==> config.mk <==
export PLATFORM = sky130hd
export DESIGN_NAME = attp_sqrt
export DESIGN_NICKNAME = d
export VERILOG_FILES = /design/src/attp_pkg.sv /design/src/attp_sqrt.sv
export SDC_FILE = /design/constraint.sdc
export NUM_CORES = 2
export LEC_CHECK = 0
export BUFFER_PORTS_ARGS = -buffer_cell sky130_fd_sc_hd__buf_2
export CORE_MARGIN = 2
export CORE_UTILIZATION = 45
export DETAILED_ROUTE_END_ITERATION = 10
export GPL_TIMING_DRIVEN = 0
export PLACE_DENSITY_LB_ADDON = 0.3
export SYNTH_ARGS = -nofsm -noshare
export SYNTH_HDL_FRONTEND = slang
export SYNTH_SLANG_ARGS = --single-unit
==> constraint.sdc <==
create_clock -name clk -period 5.94 [get_ports clk]
set_input_delay 0.297 -clock clk [delete_from_list [all_inputs] [get_ports clk]]
set_output_delay 0.297 -clock clk [all_outputs]
set_load 0.02 [all_outputs]
==> src/attp_pkg.sv <==
// ----------------------------------------------------------------------------
// attp_pkg
// Shared widths, constants, register map and helpers for the attitude
// proportional torque datapath.
// ----------------------------------------------------------------------------
package attp_pkg;

	localparam int BW      = 16;     // input component, Q1.14
	localparam int PW      = 32;     // 16x16 product
	localparam int XW      = 33;     // cross term
	localparam int SQW     = 48;     // square root operand
	localparam int RW      = 24;     // square root result, unsigned Q2.22
	localparam int CW      = 44;     // CORDIC vector width
	localparam int AW      = 20;     // angle, 2^-16 rad
	localparam int EW      = 19;     // clamped error angle
	localparam int MW      = 36;     // angle times inertia
	localparam int SMW     = 37;     // weighted sum
	localparam int SW      = 54;     // sum times gain
	localparam int PPW     = 56;     // partial product of cosine scale
	localparam int TW      = 70;     // combined torque
	localparam int CFGW    = 16;     // register width
	localparam int TAB_LEN = 24;

	localparam logic signed [AW-1:0] ANG_PI = 20'sd205887;

	localparam logic [1:0] REG_INERTIA_X = 2'd0;
	localparam logic [1:0] REG_INERTIA_Y = 2'd1;
	localparam logic [1:0] REG_INERTIA_Z = 2'd2;
	localparam logic [1:0] REG_GAIN      = 2'd3;

	localparam logic [CFGW-1:0] CFG_RESET = 16'd256;

	typedef struct packed {
		logic [8:0][BW-1:0] b;
		logic [4:0][XW-1:0] c;
	} carry_t;

	// round(atan(2^-i) * 2^16)
	function automatic logic signed [AW-1:0] atan_entry(input int i);
		logic signed [AW-1:0] v;
		case (i)
			0:       v = 20'sd51472;
			1:       v = 20'sd30385;
			2:       v = 20'sd16055;
			3:       v = 20'sd8150;
			4:       v = 20'sd4091;
			5:       v = 20'sd2047;
			6:       v = 20'sd1024;
			7:       v = 20'sd512;
			8:       v = 20'sd256;
			9:       v = 20'sd128;
			10:      v = 20'sd64;
			11:      v = 20'sd32;
			12:      v = 20'sd16;
			13:      v = 20'sd8;
			14:      v = 20'sd4;
			15:      v = 20'sd2;
			16:      v = 20'sd1;
			default: v = 20'sd0;
		endcase
		return v;
	endfunction

	// component times in-plane length
	function automatic logic signed [CW-1:0] mul_br(input logic signed [BW-1:0] b,
			input logic [RW-1:0] r);
		logic signed [CW-1:0] a;
		logic signed [CW-1:0] rr;
		a  = CW'(b);
		rr = $signed({{(CW-RW){1'b0}}, r});
		return a * rr;
	endfunction

	// |b| * 256
	function automatic logic signed [CW-1:0] abs256(input logic signed [BW-1:0] b);
		logic signed [BW:0] e;
		e = (BW+1)'(b);
		if (e < 0) begin
			e = -e;
		end
		return $signed({{(CW-BW-9){1'b0}}, e, 8'h00});
	endfunction

	// cross term * 256
	function automatic logic signed [CW-1:0] c256(input logic signed [XW-1:0] c);
		logic signed [XW+7:0] e;
		e = $signed({c, 8'h00});
		return CW'(e);
	endfunction

endpackage

==> src/attp_sqrt.sv <==
// ----------------------------------------------------------------------------
// attp_sqrt
// Pipelined integer square root, one result bit per stage, floor result.
// ----------------------------------------------------------------------------
module attp_sqrt (
	input  logic                          clk,
	input  logic                          en,
	input  logic [attp_pkg::SQW-1:0]      v_in,
	output logic [attp_pkg::RW-1:0]       root
);

	localparam int N = attp_pkg::RW;
	localparam int W = attp_pkg::SQW;

	logic [W-1:0] v_s [N];
	logic [W-1:0] r_s [N];

	genvar k;
	generate
		for (k = 0; k < N; k++) begin : g_stage
			logic [W-1:0] vp;
			logic [W-1:0] rp;
			logic [W-1:0] bitv;
			logic [W-1:0] trial;

			if (k == 0) begin : g_first
				assign vp = v_in;
				assign rp = '0;
			end else begin : g_next
				assign vp = v_s[k-1];
				assign rp = r_s[k-1];
			end

			assign bitv  = W'(1) << (W - 2 - 2 * k);
			assign trial = rp + bitv;

			always_ff @(posedge clk) begin
				if (en) begin
					if (vp >= trial) begin
						v_s[k] <= vp - trial;
						r_s[k] <= (rp >> 1) + bitv;
					end else begin
						v_s[k] <= vp;
						r_s[k] <= rp >> 1;
					end
				end
			end
		end
	endgenerate

	assign root = r_s[N-1][N-1:0];

endmodule

==> reports/summary.txt <==
Area leader, netlist = edfxtp_1
CTS Hold Bufs = 49
Seq/Total Area, Yosys = 62.3%
Port Buffers = 73
Post-synth EDFFs = 1,404
Synth area leaders = edfxtp_1 62%, ha_1 6.0%, xor2_1 3.1%
Clk buf depth = 3
CP required = 6.44 ns
Slack of the critical path = 1.16 ns
Post-CTS sizing = 0
Final setup fails = 0
Pins Over Slew Limit = 0
Slowest CP cell = nor4_1
Sink Count = 1,404
Yosys warns = 0
Synth top area share = 62.3%
CP arrival = 5.28 ns
Ys flop type = edfxtp_1
DR WL/cell = 19.0 um
Worst setup path class = register to register
Core Footprint = 150,000 um2
# IOs = 74
Tot GR Track Use = 19.5%
Rows = 142
Die width = 392 um
Placed Instances = 7,496
Fillers = 12,800
Syn_nets = 5,762
Pre-antenna DRT Iters = 6
Least-Margin Pin Slew = 1.33 ns
Number of max-cap violations = 0
Leakage = 0.0283 uW
Via count of the first global-routing pass = 43,600
Async set-reset flop share out of synthesis = 0%
Worst-path clk slew = 0.06 ns
Maximum VDD drop = 0.000303 V
Layout cells sized above 1 = 7.62%
Total negative slack = 0 ns
Layout area overhead = 12.9%
Setup Buffers After CTS = 0
Initial antenna violation count = 3
Htree depth = 4
Total congestion overflow = 0
Hold Crit Class = input pin to register
Crit. End Element = register
Worst-skew pair later-pin latency = 0.79 ns
Post-DP HPWL = 114,000 um
Die Ht = 392 um
Nets@finish = 6,052
FF+latch area = 42,200 um2
Final WL = 149,000 um
Clock skew = 0.0565 ns
Final Wtd Congestion = 0.976
Max frequency = 209 MHz
Setup Slack @ Placement = 1.37 ns
Yosys cell types = 89
Status = finished clean
Tcrit/Tclk final = 80.5%
Mean Syn Cell Area = 12.6 um2
Inserted Clock Buffers = 149
Most used cell, CP = or4_1
Area of the multi-input gates = 23,500 um2
Via count = 42,900
Minimum clock period = 4.78 ns
Critical path peak fanout = 9
Synth Cell Area = 67,700 um2
Iteration-0 DRC count of the detailed router = 2,688
Power per cell area = 358 nW/um2
Finished Layout Cells = 7,819
Vias per inst = 5.48
Worst path cell trace = or4_1 -> or4_1 -> nor4_1 -> o41ai_1 -> nor4bb_1 -> clkbuf_1 -> a311oi_2 -> a22o_1
Cells after Synth = 5,390
Endpoints failing hold = 0
Slowest Stage Delay on Critical Path = 1.08 ns
Startpoint Class = register
Max transition margin = 10.5%
Pin count of the biggest net entering global routing = 72
Hold WS = 0.220 ns
# DRC = 0
RSZ-0062 raised after global routing = false
ANT nets after route = 0
CTS tree = yes
Number of synthesized register bits = 1,404
CTS root buffer = clkbuf_16
Starting Density = 45.3%
Total die area = 154,000 um2
First-pass GRT wire length = 235,000 um
[final cells by class]
class	count	area share (%)
Clock buffer	175	5.01
Multi-Input combinational cell	3457	30.8
Inverter	388	1.91
Timing Repair Buffer	139	1.57
Buffer	141	0.814
Antenna cell	2	0.00655
Tap cell	2016	3.30
Clock inverter	97	1.43
Sequential cell	1404	55.2
[cell usage after synthesis (all sizes together), types with 8 or more instances]
| cell | n |
|---|---|
| nand2 | 375 |
| a21oi | 255 |
| nand4 | 95 |
| edfxtp | 1404 |
| o2111ai | 9 |
| mux2 | 31 |
| or3 | 46 |
| xor2 | 241 |
| or4b | 11 |
| clkbuf | 121 |
| a2111oi | 11 |
| and3 | 22 |
| ha | 322 |
| o21bai | 26 |
| o211ai | 22 |
| a21o | 110 |
| o31ai | 27 |
| nand3 | 91 |
| a31oi | 27 |
| o31a | 8 |
| buf | 20 |
| and4 | 12 |
| xnor2 | 240 |
| a211oi | 27 |
| mux2i | 8 |
| o21ai | 288 |
| and2 | 22 |
| nand3b | 18 |
| or2 | 25 |
| nor2 | 282 |
| nor4b | 35 |
| or4 | 39 |
| o21a | 70 |
| nand2b | 62 |
| inv | 388 |
| nor3 | 185 |
| a211o | 10 |
| nor4 | 192 |
| nor3b | 20 |
| nor2b | 52 |
| nand4b | 24 |
| a21boi | 20 |
| a31o | 12 |
[worst max-delay path: cells and delay by family, from the launching register on]
| kind | cells | cell delay, ns |
|---|---|---|
| AO/OA/AOI/OAI | 3 | 0.96 |
| buffers and inverters | 1 | 0.58 |
| flip-flops | 1 | 0.48 |
| AND/OR/NAND/NOR | 4 | 2.50 |
[where the power goes]
part	switching [uW]	total (uW)	internal, uW
Sequential	865	13300	12400
Clock	3900	9150	5250
Combinational	2850	4870	2020
Total	7610	27300	19700
[per-stage QoR]
step,power (uW),util [%],area (um2)
floorplan,16900,-,67700
global placement,18200,47.2,70600
detailed placement,18300,47.4,71000
CTS,27500,51.1,76400
global route,28600,51.1,76400
finish,27300,51.1,76400
[cells by family (layout without fill, tap and decap cells)]
| family | count (synthesis) | after routing | synth area share [%] |
|---|---|---|---|
| flops | 1404 | 1404 | 62.3 |
| compound gates | 992 | 992 | 9.27 |
| other cells | 0 | 2 | 0 |
| xor+xnor | 481 | 481 | 6.22 |
| mux | 39 | 39 | 0.634 |
| simple gates | 1623 | 1623 | 12.6 |
| buf+inv | 529 | 940 | 3.00 |
| fa+ha+maj | 322 | 322 | 5.95 |
[layer usage]
layer	vias to the layer above	global-route usage (%)	part of all wire, %
li1	20800	-	-
met1	20600	21.3	38
met2	1115	37.0	54
met3	363	2.91	3.9
met4	0	8.62	4.2
met5	-	0	0
[final timing paths]
check / slack, ns / startpoint / endpoint / cells past startpoint
worst min register to register: 0.43 / r_s[2][166]$_DFFE_PP_ / r_s[2][213]$_DFFE_PP_ / 0
worst max register to register: 1.16 / v_s[2][43]$_DFFE_PP_ / v_s[2][87]$_DFFE_PP_ / 8
worst max-delay path: 1.16 / v_s[2][43]$_DFFE_PP_ / v_s[2][87]$_DFFE_PP_ / 8
worst min-delay path: 0.22 / v_in[26] / v_s[0][26]$_DFFE_PP_ / 2
[sequential cells by signal, indices dropped and copies added, names as in the netlist]
signal and count:
v_s 1104, r_s 300
[layout by cell type (no fill, tap or decap), types with 22 or more instances in the layout]
cell type,n
buf_2,84
nor3_1,185
nor4b_1,34
o21a_1,70
or3_1,45
a31oi_1,27
clkbuf_1,122
nand4_1,95
clkbuf_16,149
nor2_1,282
a211oi_1,27
a21oi_1,255
nand2_1,374
mux2_2,31
nor2b_1,52
o21ai_0,287
o31ai_1,27
o21bai_1,26
and3_1,22
xnor2_1,240
nand2b_1,62
xor2_1,241
nand3_1,91
nor4_1,191
clkinv_1,32
ha_1,322
nand4b_1,24
inv_1,387
clkinv_2,26
o211ai_1,22
edfxtp_1,1404
a21o_1,110
dlygate4sd3_1,49
or2_2,23
or4_1,37
No activity file was read; power rests on OpenSTA's default activity.
